`src/rtl/core/skrf_pkg.sv`:
```
`timescale 1ns / 1ps

package skrf_pkg;

  // Fixed field widths
  localparam int IN_W       = 12;  // sample_i / sample_q field width
  localparam int THR_W      = 16;  // Q4.12 threshold width
  localparam int WLEN_CFG_W = 11;  // window_length register width
  localparam int CNT_OUT_W  = 16;  // count fields on the result channel
  localparam int FRAC_BITS  = 12;  // fractional bits of the thresholds
  localparam int DIGIT_W    = 4;   // multiplier digit per step
  localparam int CFG_IDX_W  = 2;
  localparam int CFG_DATA_W = 16;

  // Parameter defaults
  localparam int SAMPLE_BITS_DEF       = 12;
  localparam int MAX_WINDOW_LENGTH_DEF = 1024;
  localparam int COUNT_BITS_DEF        = 16;

  // Register reset values
  localparam logic [WLEN_CFG_W-1:0] RST_WINDOW_LENGTH = 11'd256;
  localparam logic [THR_W-1:0]      RST_KURT_LOW      = 16'd3277;
  localparam logic [THR_W-1:0]      RST_KURT_HIGH     = 16'd4915;

  typedef enum logic [CFG_IDX_W-1:0] {
    REG_WINDOW_LENGTH = 2'd0,
    REG_KURT_LOW      = 2'd1,
    REG_KURT_HIGH     = 2'd2
  } cfg_reg_t;

  // Products formed by the shared multiplier, in evaluation order
  typedef enum logic [2:0] {
    OP_S1SQ,  // S1 * S1
    OP_MS2,   // M * S2
    OP_LHS,   // (M*S2 - S1^2) * (M+1)
    OP_HI,    // S1^2 * (M-1) * high
    OP_LO     // S1^2 * (M-1) * low
  } mul_op_t;

  typedef struct packed {
    logic    mul_start;
    mul_op_t mul_op;
    logic    emit;
    logic    win_closed;
    logic    blk_last;
    logic    flag;
  } skrf_cmd_t;

  typedef struct packed {
    logic close_now;   // sample on the input would complete the window
    logic blk_end;     // block_end of the sample on the input
    logic pipe_busy;   // power pipeline still holds samples
    logic mul_busy;
    logic s1_zero;
    logic ms2_below;   // M*S2 < S1^2
    logic above_hi;
    logic below_lo;
  } skrf_sts_t;

endpackage

```
`src/rtl/core/skrf_ctrl.sv`:
```
`timescale 1ns / 1ps

module skrf_ctrl import skrf_pkg::*; (
  input  logic      clk,
  input  logic      rst_n,
  input  logic      in_valid,
  output logic      in_ready,
  input  logic      out_ready,
  output logic      out_valid,
  input  skrf_sts_t sts,
  output skrf_cmd_t cmd
);

  typedef enum logic [2:0] {
    ST_RUN,
    ST_DRAIN,
    ST_MUL_GO,
    ST_MUL_WAIT,
    ST_EMIT
  } state_t;

  state_t  state_r;
  mul_op_t op_r;
  logic    flag_r, win_closed_r, blk_last_r, out_valid_r;
  logic    slot_free;

  assign slot_free = !out_valid_r || out_ready;
  assign in_ready  = (state_r == ST_RUN);
  assign out_valid = out_valid_r;

  always_comb begin
    cmd            = '0;
    cmd.mul_op     = op_r;
    cmd.flag       = flag_r;
    cmd.win_closed = win_closed_r;
    cmd.blk_last   = blk_last_r;
    cmd.mul_start  = (state_r == ST_MUL_GO);
    cmd.emit       = (state_r == ST_EMIT) && slot_free;
  end

  always_ff @(posedge clk) begin
    if (!rst_n) begin
      state_r      <= ST_RUN;
      op_r         <= OP_S1SQ;
      flag_r       <= 1'b0;
      win_closed_r <= 1'b0;
      blk_last_r   <= 1'b0;
      out_valid_r  <= 1'b0;
    end else begin
      if (out_valid_r && out_ready) begin
        out_valid_r <= 1'b0;
      end
      case (state_r)
        ST_RUN: begin
          if (in_valid) begin
            win_closed_r <= sts.close_now;
            blk_last_r   <= sts.blk_end;
            flag_r       <= 1'b0;
            if (sts.close_now || sts.blk_end) begin
              state_r <= ST_DRAIN;
            end
          end
        end
        ST_DRAIN: begin
          if (!sts.pipe_busy) begin
            if (!win_closed_r || sts.s1_zero) begin
              state_r <= ST_EMIT;
            end else begin
              op_r    <= OP_S1SQ;
              state_r <= ST_MUL_GO;
            end
          end
        end
        ST_MUL_GO: begin
          state_r <= ST_MUL_WAIT;
        end
        ST_MUL_WAIT: begin
          if (!sts.mul_busy) begin
            case (op_r)
              OP_S1SQ: begin
                op_r    <= OP_MS2;
                state_r <= ST_MUL_GO;
              end
              OP_MS2: begin
                if (sts.ms2_below) begin
                  flag_r  <= 1'b1;
                  state_r <= ST_EMIT;
                end else begin
                  op_r    <= OP_LHS;
                  state_r <= ST_MUL_GO;
                end
              end
              OP_LHS: begin
                op_r    <= OP_HI;
                state_r <= ST_MUL_GO;
              end
              OP_HI: begin
                if (sts.above_hi) begin
                  flag_r  <= 1'b1;
                  state_r <= ST_EMIT;
                end else begin
                  op_r    <= OP_LO;
                  state_r <= ST_MUL_GO;
                end
              end
              OP_LO: begin
                flag_r  <= sts.below_lo;
                state_r <= ST_EMIT;
              end
              default: begin
                state_r <= ST_EMIT;
              end
            endcase
          end
        end
        ST_EMIT: begin
          if (slot_free) begin
            out_valid_r <= 1'b1;
            state_r     <= ST_RUN;
          end
        end
        default: begin
          state_r <= ST_RUN;
        end
      endcase
    end
  end

endmodule

```
`config.mk`:
```
export PLATFORM = sky130hd
export DESIGN_NAME = skrf_ctrl
export DESIGN_NICKNAME = d
export VERILOG_FILES = /design/src/rtl/core/skrf_pkg.sv /design/src/rtl/core/skrf_ctrl.sv
export SDC_FILE = /design/constraint.sdc
export NUM_CORES = 1
export LEC_CHECK = 0
export ABC_CLOCK_PERIOD_IN_PS = 1750
export BUFFER_PORTS_ARGS = -buffer_cell sky130_fd_sc_hd__buf_2
export CORE_MARGIN = 2
export CORE_UTILIZATION = 30
export DETAILED_ROUTE_END_ITERATION = 6
export GPL_TIMING_DRIVEN = 0
export SLEW_MARGIN = 30
export SYNTH_ARGS = -nofsm -noshare
export SYNTH_HDL_FRONTEND = slang
export SYNTH_SLANG_ARGS = --single-unit
export TNS_END_PERCENT = 50
```
`constraint.sdc`:
```
create_clock -name clk -period 1.75 [get_ports clk]
set_input_delay 0.175 -clock clk [delete_from_list [all_inputs] [get_ports clk]]
set_output_delay 0.175 -clock clk [all_outputs]
set_load 0.005 [all_outputs]
```
Yosys cells after proc, flatten, opt, wreduce, memory -nomap -nowiden
Cells that the tools add are included.

storage, ports and cells
  output and inout port bits = 10
  logic and storage cells = 68
  register bits = 10

operators by class
  eq/ne operators = 20
  reduce and logical (&&, ||, !) cells = 16
  mux-type cells = 26

operators with widths
  cell                  number
  $mux W3               13
  $pmux W3 S5           1
  $eq A3 B2 Y1 const B  4
  $ne A3 B3 Y1 const B  4
  $pmux W3 S4           1
  $ne A2 B2 Y1 const B  5
  $pmux W3 S3           1
  $mux W1               7
  $reduce_and A7 Y1     1
  $eq A3 B1 Y1 const B  2
  $eq A3 B3 Y1 const B  2
  $logic_not A3 Y1      2
  $pmux W3 S2           1
  $reduce_and A6 Y1     1
  $ne A5 B2 Y1 const B  1
  $reduce_and A5 Y1     1
  $ne A4 B2 Y1 const B  1
  $reduce_bool A2 Y1    2
  $logic_or A1 B1 Y1    3
  $pmux W1 S3           1
  $logic_and A1 B1 Y1   2
  $logic_not A1 Y1      2
  $ne A2 B1 Y1 const B  1
  $pmux W1 S2           1
  2 further kinds       2

Depth between registers and ports, before layout
Gate-level depths: netlist of run 1.

  depth after elaboration = 5
  depth in mapped cells = 5
  depth with buffers taken out = 4

Worst setup path before layout of run 1
OpenSTA, ideal clock, no wires.

  path kind = register to register
  from = register op_r[1]
  to = register op_r[1]
  setup time = 74 ps
  period minus slack after synthesis = 1294 ps
  arrival = 1220 ps
  buffers on the path = 0
  path slack = 456 ps
  cell stages (with the launch flop) = 5
  cell sequence = dfxtp_1 mux2_4 nor4_2 o21ai_1 a31oi_1

on the way
  word-level cells in the longest chain between the ends = 4
  elaborated cells on any way between the ends = 11
  those cells by class = eq/ne: 6; mux: 3; reduce/logical: 2

RTL lines
  item                                        line             text
  from (decl)                                 skrf_ctrl.sv:23  mul_op_t op_r;
  from (signal assigned)                      skrf_ctrl.sv:44  op_r <= OP_S1SQ;
  from (signal assigned)                      skrf_ctrl.sv:69  op_r <= OP_S1SQ;
  from (signal assigned)                      skrf_ctrl.sv:81  op_r <= OP_MS2;
  $eq A3 B2 Y1, or another cell as far along  skrf_ctrl.sv:79  case (op_r)
  $pmux W3 S4                                 skrf_ctrl.sv:79
  $mux W3                                     skrf_ctrl.sv:78  if (!sts.mul_busy) begin
  $pmux W3 S2                                 skrf_ctrl.sv:53  case (state_r)

Parallel ways exist; a longest one is shown, timed or not. The select of a mux whose other input is x is not followed.
A chain may end at the register's enable or synchronous reset.

==> run summary, run 1 <==
Net Sw Power -> 0.000158 W
Post-route worst setup slack -> 0.290 ns
Worst flop-to-flop path endpoint -> state_r[2]
Setup TNS -> 0 ns
Antenna cells -> 0
Io pins -> 22
# Post-CTS Setup Buffers -> 0
Die width -> 51.5 um
Fillcell total -> 235
First-pass GRT wire length -> 2430 um
Slew @ Worst Pin -> 0.386 ns
Vias -> 645
Startpoint Class -> flop
DP Worst Slack -> 0.377 ns
Internal Power -> 0.000375 W
Sequential power share -> 0.459
Met3 GRT Util -> 0.0345
Sw Ratio -> 0.296
Starting density of the core -> 0.312
Worst-skew pair later-pin latency -> 0.27 ns
Synth Register Bits -> 10
Area Growth Syn to Fin -> 24.0%
Synthesized area -> 677 um2
Maxcap violations -> 0
HPWL after detailed placement -> 1160 um
R2r worst-path depth -> 4
Drt initial violations -> 14
Max Freq -> 0.685 GHz
Gr usage total -> 0.124
Distinct cells, synth -> 36
Period utilization -> 0.835
Worst Skew -> 0.00429 ns
Register area -> 200 um2
Synth top area share -> 0.296
Final Net Count -> 118
Die Area -> 2650 um2
Critical path's slowest cell -> dfxtp_1
Syn_area_per_cell -> 8.46 um2
WHS -> 0.180 ns
Final routed DRC violation total -> 0
Worst min-delay path class -> primary input to flop
Critical Path Sink -> cmd[3]
Cells after DPL -> 129
Met2 usage -> 0.175
Initial antenna violation count -> 0
Crit path required time -> 1.57 ns
H-tree Lvls -> 1
Final setup vio count -> 0
Synth area leaders -> dfxtp_1, buf_4, nor2_1
Ys flop type -> dfxtp_1
Status -> complete, no violations
TritonCTS Buffers -> 3
Clk network pwr share -> 0.309
Most used routing layer -> met2
Site Rows -> 17
Cell breakdown of the critical path -> clkbuf_1, nand2_1, nor2_1, buf_2
Fin cells -> 132
CTS tree -> built
Sequential-to-total area share from yosys stat -> 0.296
FF-to-FF Start -> state_r[0]
CP Data Arrival Time -> 1.29 ns
Syn Nets -> 92
Slew headroom -> 0.740
R2R Setup Slk -> 0.38 ns
Multi-input combinational cell area -> 424 um2
Wire per inst -> 11.7 um
Leak -> 0.381 nW
Clk sinks -> 10
CP endpoint kind -> output port
Clock transition at the registers of the reported paths -> 0.07 ns
Ys Warns -> 0
Critical setup path kind -> flop to output port
Pin count of the biggest net entering global routing -> 11
Post-synth EDFFs -> 0
Hold depth -> 3
Slew Viols, Final -> 0
CTS Root Cell -> clkbuf_4
Vias in the first global route -> 549
Proportion of layout cells with a drive suffix above 1 -> 0.346
Final hold violations -> 0
Chip height -> 51.5 um
Post-synth ARST share -> 0
DR vias/cell -> 4.89
Post_cts resized -> 0
Core area -> 2170 um2
Crit-path max FO -> 10
WL final -> 1550 um
Longest Clk Path Bufs -> 2
Overflow after GRT -> 0
Area leader, netlist -> dfxtp_1
Crit path largest cell delay -> 0.38 ns
Comb power frac -> 0.231
CP startpoint -> state_r[2]
VDD IR-drop max -> 0.355 mV
Tmin final -> 1.46 ns
RSZ-0062 raised after global routing -> false
Power density over the cells -> 634 nW/um2
Post-route ant nets -> 0
Crit path depth -> 4
CTS Hold Bufs -> 0
Initial DRT Pass Iterations -> 4
WP buf/inv -> 2
GP Congestion -> 0.798
PortBufs -> 21
Delay-heaviest family, CP -> buffers and inverters
Synth Instances -> 80
Met1 usage in global routing -> 0.169
-- stage by stage --
step	total power (W)	area [um2]	util
after floorplan	0.000333	677	-
after global placement	0.000372	817	0.377
after detailed placement	0.000373	817	0.377
after CTS	0.000536	840	0.387
after global routing	0.000562	840	0.387
final	0.000532	840	0.387
-- per-layer routing --
metal  wire length (um)  up-vias
met2                651       15
met1                805      289
met3                 65        4
met4                 23        0
met5                  0        -
li1                   -      337
-- cell usage in the layout (no fill, tap or decap), types with 4 or more instances in the layout --
cell and count:
nor2b_1 4, dfxtp_1 10, buf_4 5, nand2b_1 4
nor2_1 9, a21oi_1 5, buf_2 21
-- worst min path at each step --
| stage | startpoint | to |
|---|---|---|
| floorplan | rst_n | op_r[1] |
| global placement | sts[6] | blk_last_r |
| detailed placement | sts[7] | win_closed_r |
| CTS | rst_n | op_r[1] |
| global route | rst_n | op_r[1] |
| finish | rst_n | op_r[1] |
-- worst reg2reg max path, stage by stage, from the launching register on --
cell and delay (ns):
dfxtp_1 0.40, buf_4 0.21, nor2_2 0.07, a211o_1 0.28, o41ai_2 0.32
-- cell families (layout without fill, tap and decap cells) --
kind of cell           after synthesis  after routing  synth area share
flip-flops                          10             10             0.296
AO/OA/AOI/OAI                       21             21             0.224
buffers and inverters                9             33            0.0776
multiplexers                         4              4            0.0665
AND/OR/NAND/NOR                     36             36             0.336
-- synthesized netlist by cell type, types with 2 or more instances --
master,number
nor2_1,9
mux2i_1,3
nor2b_1,4
nand2_1,3
dfxtp_1,10
nor3_1,3
inv_1,3
nand2b_1,4
buf_4,5
nand4_1,2
o21ai_1,3
nand3_1,3
a21oi_1,5
-- flip-flops by register name, indices dropped and copies added (netlist names) --
name / count
out_valid: 1
win_closed_r: 1
blk_last_r: 1
state_r: 3
op_r: 3
flag_r: 1
-- layout make-up --
| class | count | share of cell area |
|---|---|---|
| Multi-Input combinational cell | 61 | 0.505 |
| Sequential cell | 10 | 0.238 |
| Timing Repair Buffer | 21 | 0.125 |
| Buffer | 6 | 0.0492 |
| Tap cell | 28 | 0.0417 |
| Clock buffer | 3 | 0.0268 |
| Inverter | 3 | 0.0134 |
-- power groups by stage --
stage | clock (W) | combinational [W] | sequential, W
global placement | 0 | 0.000123 | 0.000249
CTS | 0.000167 | 0.000124 | 0.000245
detailed placement | 0 | 0.000123 | 0.000250
floorplan | 0 | 0.0000849 | 0.000248
global route | 0.000179 | 0.000137 | 0.000246
finish | 0.000165 | 0.000123 | 0.000245
Power figures use the tool's default switching activity.
==> run 2, diff against run 1 <==
--- a/config.mk
+++ b/config.mk
@@ -5,7 +5,7 @@
 export SDC_FILE = /design/constraint.sdc
 export NUM_CORES = 1
 export LEC_CHECK = 0
-export ABC_CLOCK_PERIOD_IN_PS = 1750
+export ABC_CLOCK_PERIOD_IN_PS = 1200
 export BUFFER_PORTS_ARGS = -buffer_cell sky130_fd_sc_hd__buf_2
 export CORE_MARGIN = 2
 export CORE_UTILIZATION = 30
==> constraint.sdc (replaced) <==
create_clock -name clk -period 1.2 [get_ports clk]
set_input_delay 0.12 -clock clk [delete_from_list [all_inputs] [get_ports clk]]
set_output_delay 0.12 -clock clk [all_outputs]
set_load 0.005 [all_outputs]
==> run 2 against run 1 <==
Net effect: the flow now finishes with violations (negative setup slack); clock power rose by 99%; largest power group unchanged; first-iteration DRC count rose by 43%; highest routed layer unchanged; cell area rose by 24%; critical endpoint is now op_r[1]; combinational power rose by 99%; register-to-register slack got worse by 0.52 ns.
==> run summary, run 2 (synthesis results as in run 1) <==
CTS Root Cell -> clkbuf_4
R2R Setup Slk -> -0.14 ns (-0.52 ns)
Critical path's slowest cell -> or3b_4
Status -> finished, violations left
Core area -> 2170 um2 (unchanged)
Cells after DPL -> 129 (unchanged)
Final setup vio count -> 11 (+11)
Slew @ Worst Pin -> 0.354 ns (-0.0325 ns)
Die Area -> 2650 um2 (unchanged)
CP endpoint kind -> flop
Critical setup path kind -> flop to flop
RSZ-0062 raised after global routing -> true
Startpoint Class -> flop
Final routed DRC violation total -> 0 (unchanged)
Hold_sp -> sts[6]
TritonCTS Buffers -> 3 (unchanged)
Antenna cells -> 0 (unchanged)
R2r worst-path depth -> 4 (unchanged)
Failing checks -> negative setup slack
HPWL after detailed placement -> 1200 um (+3.2%)
Overflow after GRT -> 0 (unchanged)
Drt initial violations -> 20 (+6)
Area Growth Syn to Fin -> 54.3%
Clock transition at the registers of the reported paths -> 0.08 ns (about the same)
Delay-heaviest family, CP -> simple AND/OR/NAND/NOR gates
Wire per inst -> 13.2 um (+13%)
Power density over the cells -> 890 nW/um2 (+40%)
Max Freq -> 0.745 GHz
Post-route ant nets -> 0 (unchanged)
Pin count of the biggest net entering global routing -> 11 (unchanged)
Crit path required time -> 1.39 ns (-0.18 ns)
Proportion of layout cells with a drive suffix above 1 -> 0.559 (+0.212)
DR vias/cell -> 5.14 (+5.3%)
Starting density of the core -> 0.312 (unchanged)
Final hold violations -> 0 (unchanged)
Vias in the first global route -> 614 (+12%)
PortBufs -> 21 (unchanged)
Post-route worst setup slack -> -0.142 ns (-0.431 ns)
Clk sinks -> 10 (unchanged)
Slew Viols, Final -> 0 (unchanged)
Initial DRT Pass Iterations -> 4 (unchanged)
DP Worst Slack -> -0.159 ns (-0.536 ns)
VDD IR-drop max -> 0.748 mV (+110%)
FF-to-FF Start -> state_r[1]
Gr usage total -> 0.138 (+0.0142)
GP Congestion -> 0.772 (-3.4%)
Worst-skew pair later-pin latency -> 0.28 ns (about the same)
Worst Skew -> 0.00494 ns (+0.000656 ns)
CTS Hold Bufs -> 0 (unchanged)
CTS tree -> built
H-tree Lvls -> 1 (unchanged)
Longest Clk Path Bufs -> 2 (unchanged)
Cell breakdown of the critical path -> or3b_4, nor4_4, o21ai_1, a31oi_1
Hold Crit Endpoint -> blk_last_r
WL final -> 1830 um (+19%)
Vias -> 715 (+11%)
Chip height -> 51.5 um (unchanged)
Registers with the most flip-flops -> op_r x3, state_r x3
Commonest cells after routing, fill and taps aside -> buf_2, nor2_1, buf_4
Cell Area, Placed -> 833 um2 (+2.0%)
Site Rows -> 17 (unchanged)
Finished Cell Area -> 1040 um2 (+24%)
Leak -> 0.464 nW (+22%)
Period utilization -> 1.12
Worst min-delay path class -> primary input to flop
Commonest non-fill, non-tap cell in the layout -> buf_2
Die width -> 51.5 um (unchanged)
Worst flop-to-flop path endpoint -> op_r[1]
Post-layout util -> 0.482 (+0.0946)
Crit path largest cell delay -> 0.42 ns (+0.04 ns)
Initial antenna violation count -> 0 (unchanged)
Slew headroom -> 0.764 (+0.0236)
Fin cells -> 139 (+5.3%)
Tmin final -> 1.34 ns
Final Net Count -> 124 (+5.1%)
Crit-path max FO -> 3 (-7)
CP Data Arrival Time -> 1.54 ns (+0.25 ns)
Hold depth -> 3 (unchanged)
Fillcell total -> 218 (-7.2%)
Io pins -> 22 (unchanged)
WP buf/inv -> 0 (-2)
First-pass GRT wire length -> 2730 um (+12%)
WHS -> 0.104 ns (-0.0754 ns)
Maxcap violations -> 0 (unchanged)
==> run 2: cell count changes in the layout (fill, tap and decap cells not counted), moves of 2 or more <==
cell / delta
dfxtp_4: +3
nand2b_1: -2
a21oi_1: -2
nand2b_4: +2
buf_6: +2
nor2b_1: -2
dfxtp_1: -6
dfxtp_2: +3
clkbuf_8: +2
buf_4: +3
==> run 2: worst reg2reg max path: cells and delay by family, from the launching register on <==
kind | cells | cell delay (ns)
compound gates | 2 | 0.23
flops | 1 | 0.36
simple gates | 2 | 0.67
==> run 2: per-stage QoR <==
step                TNS, ns  total power (W)
floorplan            -0.101         0.000487
global placement     -0.986         0.000546
detailed placement    -1.02         0.000547
CTS                  -0.855         0.000889
global route          -1.50         0.000964
finish               -0.776         0.000930
==> run 2: power by group <==
group | switching (W) | internal [W]
Sequential | 0.0000140 | 0.000342
Clock | 0.000144 | 0.000185
Combinational | 0.000120 | 0.000125
Total | 0.000278 | 0.000651
==> run 2: cell type report <==
cell class	count	area, um2	area share
multi-input cells	61	526	0.503
flip-flops and latches	10	215	0.206
repair buffers	27	163	0.156
plain buffers	6	58.8	0.0563
clock buffers	4	36.3	0.0347
well taps	28	35.0	0.0335
inverters	3	11.3	0.0108
==> run 2: repair_timing <==
item	CTS	global route
endpoints found under the setup margin	12	12
setup buffers	4	2
pin swaps	4	8
resized for setup	14	12
==> run 2: worst max-delay path by stage <==
stage | startpoint | to | slack, ns | depth (start not counted)
detailed placement | state_r[2] | op_r[1] | -0.16 | 5
global route | state_r[1] | op_r[1] | -0.22 | 4
CTS | state_r[1] | op_r[1] | -0.13 | 4
global placement | state_r[2] | op_r[1] | -0.14 | 5
finish | state_r[1] | op_r[1] | -0.14 | 4
floorplan | state_r[1] | state_r[2] | -0.03 | 4
==> run 2: routing by layer <==
layer  GRT usage  part of all wire  up-vias
met5           0                 0        -
met4      0.0658            0.0098        0
met3      0.0345             0.072        2
met2       0.205              0.44       25
met1       0.186              0.48      336
li1            -                 -      352
==> run 3, diff against run 2 <==
--- a/config.mk
+++ b/config.mk
@@ -7,10 +7,13 @@
 export LEC_CHECK = 0
 export ABC_CLOCK_PERIOD_IN_PS = 1200
 export BUFFER_PORTS_ARGS = -buffer_cell sky130_fd_sc_hd__buf_2
+export CORE_ASPECT_RATIO = 1.25
 export CORE_MARGIN = 2
 export CORE_UTILIZATION = 30
 export DETAILED_ROUTE_END_ITERATION = 6
 export GPL_TIMING_DRIVEN = 0
+export MAX_ROUTING_LAYER = met4
+export RECOVER_POWER = 25
 export SLEW_MARGIN = 30
 export SYNTH_ARGS = -nofsm -noshare
 export SYNTH_HDL_FRONTEND = slang
==> run 3 against run 2 <==
Net effect: the run still ends with negative setup slack left; clock skew barely moved; first-iteration DRC count rose by 15%; highest routed layer unchanged; combinational power rose by 4%; critical path depth did not move; die area barely moved; cell area fell by 5.4%; critical endpoint is now op_r[2]; register-to-register slack improved by 0.03 ns; non-clock buffer count fell by 1; via count fell by 1.1%; sequential share of layout area rose by 0.79 points.
==> run summary, run 3 (synthesis results as in run 1) <==
Wire per inst -> 11.8 um (-10%)
Chip height -> 57.1 um (+11%)
Net Sw Power -> 0.000266 W (-4.3%)
HPWL after detailed placement -> 1190 um (-0.74%)
Maxcap violations -> 0 (unchanged)
Slew @ Worst Pin -> 0.345 ns (-0.00842 ns)
Post-route worst setup slack -> -0.107 ns (+0.0347 ns)
Post-route ant nets -> 0 (unchanged)
Longest Clk Path Bufs -> 2 (unchanged)
Internal Power -> 0.000667 W (+2.4%)
Die Area -> 2650 um2 (about the same)
Slew Viols, Final -> 0 (unchanged)
First-pass GRT wire length -> 2810 um (+3.0%)
Final routed DRC violation total -> 0 (unchanged)
Sw Ratio -> 0.285 (-0.0142)
Critical setup path kind -> flop to flop
DR vias/cell -> 5.01 (-2.5%)
Worst Skew -> 0.00461 ns (-0.000330 ns)
Site Rows -> 19 (+2)
Clk sinks -> 10 (unchanged)
Clock transition at the registers of the reported paths -> 0.08 ns (about the same)
Vias -> 707 (-1.1%)
Final Net Count -> 123 (-0.81%)
PortBufs -> 21 (unchanged)
Gr usage total -> 0.148 (+0.00985)
Leak -> 0.444 nW (-4.2%)
VDD IR-drop max -> 0.593 mV (-21%)
Final hold violations -> 0 (unchanged)
Die width -> 46.5 um (-9.7%)
Worst min-delay path class -> primary input to flop
Period utilization -> 1.09 (-0.0289)
Comb power frac -> 0.272 (+0.009)
CTS tree -> built
Failing checks -> negative setup slack
Area Growth Syn to Fin -> 46.0%
Critical path's slowest cell -> dfxtp_4
Initial DRT Pass Iterations -> 4 (unchanged)
Power density over the cells -> 944 nW/um2 (+6.1%)
Crit-path max FO -> 6 (+3)
H-tree Lvls -> 1 (unchanged)
Clk network pwr share -> 0.343 (-0.011)
Starting density of the core -> 0.313 (+0.000902)
DP Worst Slack -> -0.153 ns (+0.00598 ns)
RSZ-0062 raised after global routing -> true
Initial antenna violation count -> 0 (unchanged)
Pin count of the biggest net entering global routing -> 11 (unchanged)
Slew headroom -> 0.769 (+0.00489)
Final setup vio count -> 10 (-1)
Core area -> 2160 um2 (-0.29%)
Crit path largest cell delay -> 0.38 ns (-0.04 ns)
Worst-skew pair later-pin latency -> 0.28 ns (about the same)
Registers with the most flip-flops -> op_r x3, state_r x3
Status -> finished, violations left
Commonest non-fill, non-tap cell in the layout -> buf_2
Overflow after GRT -> 0 (unchanged)
Startpoint Class -> flop
Commonest cells after routing, fill and taps aside -> buf_2, nor2_1, buf_4
CP endpoint kind -> flop
Io pins -> 22 (unchanged)
Drt initial violations -> 23 (+15%)
Vias in the first global route -> 646 (+5.2%)
WL final -> 1670 um (-9.0%)
Crit path required time -> 1.41 ns (+0.02 ns)
Max Freq -> 0.765 GHz (+2.7%)
CTS Root Cell -> clkbuf_4
CP Data Arrival Time -> 1.52 ns (-0.02 ns)
TritonCTS Buffers -> 3 (unchanged)
GP Congestion -> 0.825 (+7.0%)
Sequential power share -> 0.384 (about the same)
Antenna cells -> 0 (unchanged)
Cell breakdown of the critical path -> mux2_4, nor4_4, a22oi_1, nor2_1
Tmin final -> 1.31 ns (-0.0347 ns)
Proportion of layout cells with a drive suffix above 1 -> 0.518 (-0.0404)
WHS -> 0.101 ns (-0.00307 ns)
[run 3: path summary, 6_finish.rpt]
path	from	to	slack, ns	depth (start not counted)
worst min register to register	flag_r	flag_r	0.48	2
worst max register to register	op_r[1]	op_r[2]	-0.11	4
worst max-delay path	op_r[1]	op_r[2]	-0.11	4
worst min-delay path	rst_n	op_r[1]	0.10	3
[run 3: worst max-delay path: cells and delay by family, from the launching register on]
family / cells / cell delay, ns
AO/OA/AOI/OAI: 1 / 0.13
multiplexers: 1 / 0.35
flip-flops: 1 / 0.38
AND/OR/NAND/NOR: 2 / 0.39
[run 3: cell type report]
cell class	count	area [um2]
plain buffers	6	62.6
multi-input cells	61	485
well taps	31	38.8
repair buffers	26	143
clock buffers	4	36.3
inverters	3	11.3
fillers	211	1170
flip-flops and latches	10	211
[run 3: stage by stage]
step / setup TNS (ns) / area, um2 / total power (W) / cells / util
5_1_grt: -1.61 / 988 / 0.000974 / 141 / 0.457
4_1_cts: -0.882 / 956 / 0.000911 / 140 / 0.442
6_report: -0.791 / 988 / 0.000933 / 141 / 0.457
3_3_place_gp: -1.04 / 837 / 0.000546 / 132 / 0.387
3_5_place_dp: -1.02 / 837 / 0.000547 / 132 / 0.387
2_1_floorplan: -0.101 / 693 / 0.000487 / 80 / -
[run 3: per-layer routing]
metal | wire length (um) | GRT usage | up-vias | part of all wire
met5 | 0 | - | - | 0
met4 | 29 | 0.0694 | 0 | 0.017
met3 | 99 | 0.0222 | 5 | 0.059
met2 | 839 | 0.224 | 22 | 0.50
met1 | 700 | 0.188 | 325 | 0.42
li1 | - | - | 355 | -
[run 3: timing repair]
item,CTS,global route
gates resized for setup,13,7
hold buffers,0,0
buffers inserted,4,1
pin swaps,4,2
endpoints found under the setup margin,12,12
[run 3: power by group through the flow]
| stage | clock [W] | combinational [W] | sequential [W] |
|---|---|---|---|
| 3_3_place_gp | 0 | 0.000184 | 0.000362 |
| 3_5_place_dp | 0 | 0.000184 | 0.000363 |
| 5_1_grt | 0.000336 | 0.000277 | 0.000362 |
| 6_report | 0.000320 | 0.000254 | 0.000359 |
| 2_1_floorplan | 0 | 0.000127 | 0.000360 |
| 4_1_cts | 0.000316 | 0.000237 | 0.000358 |
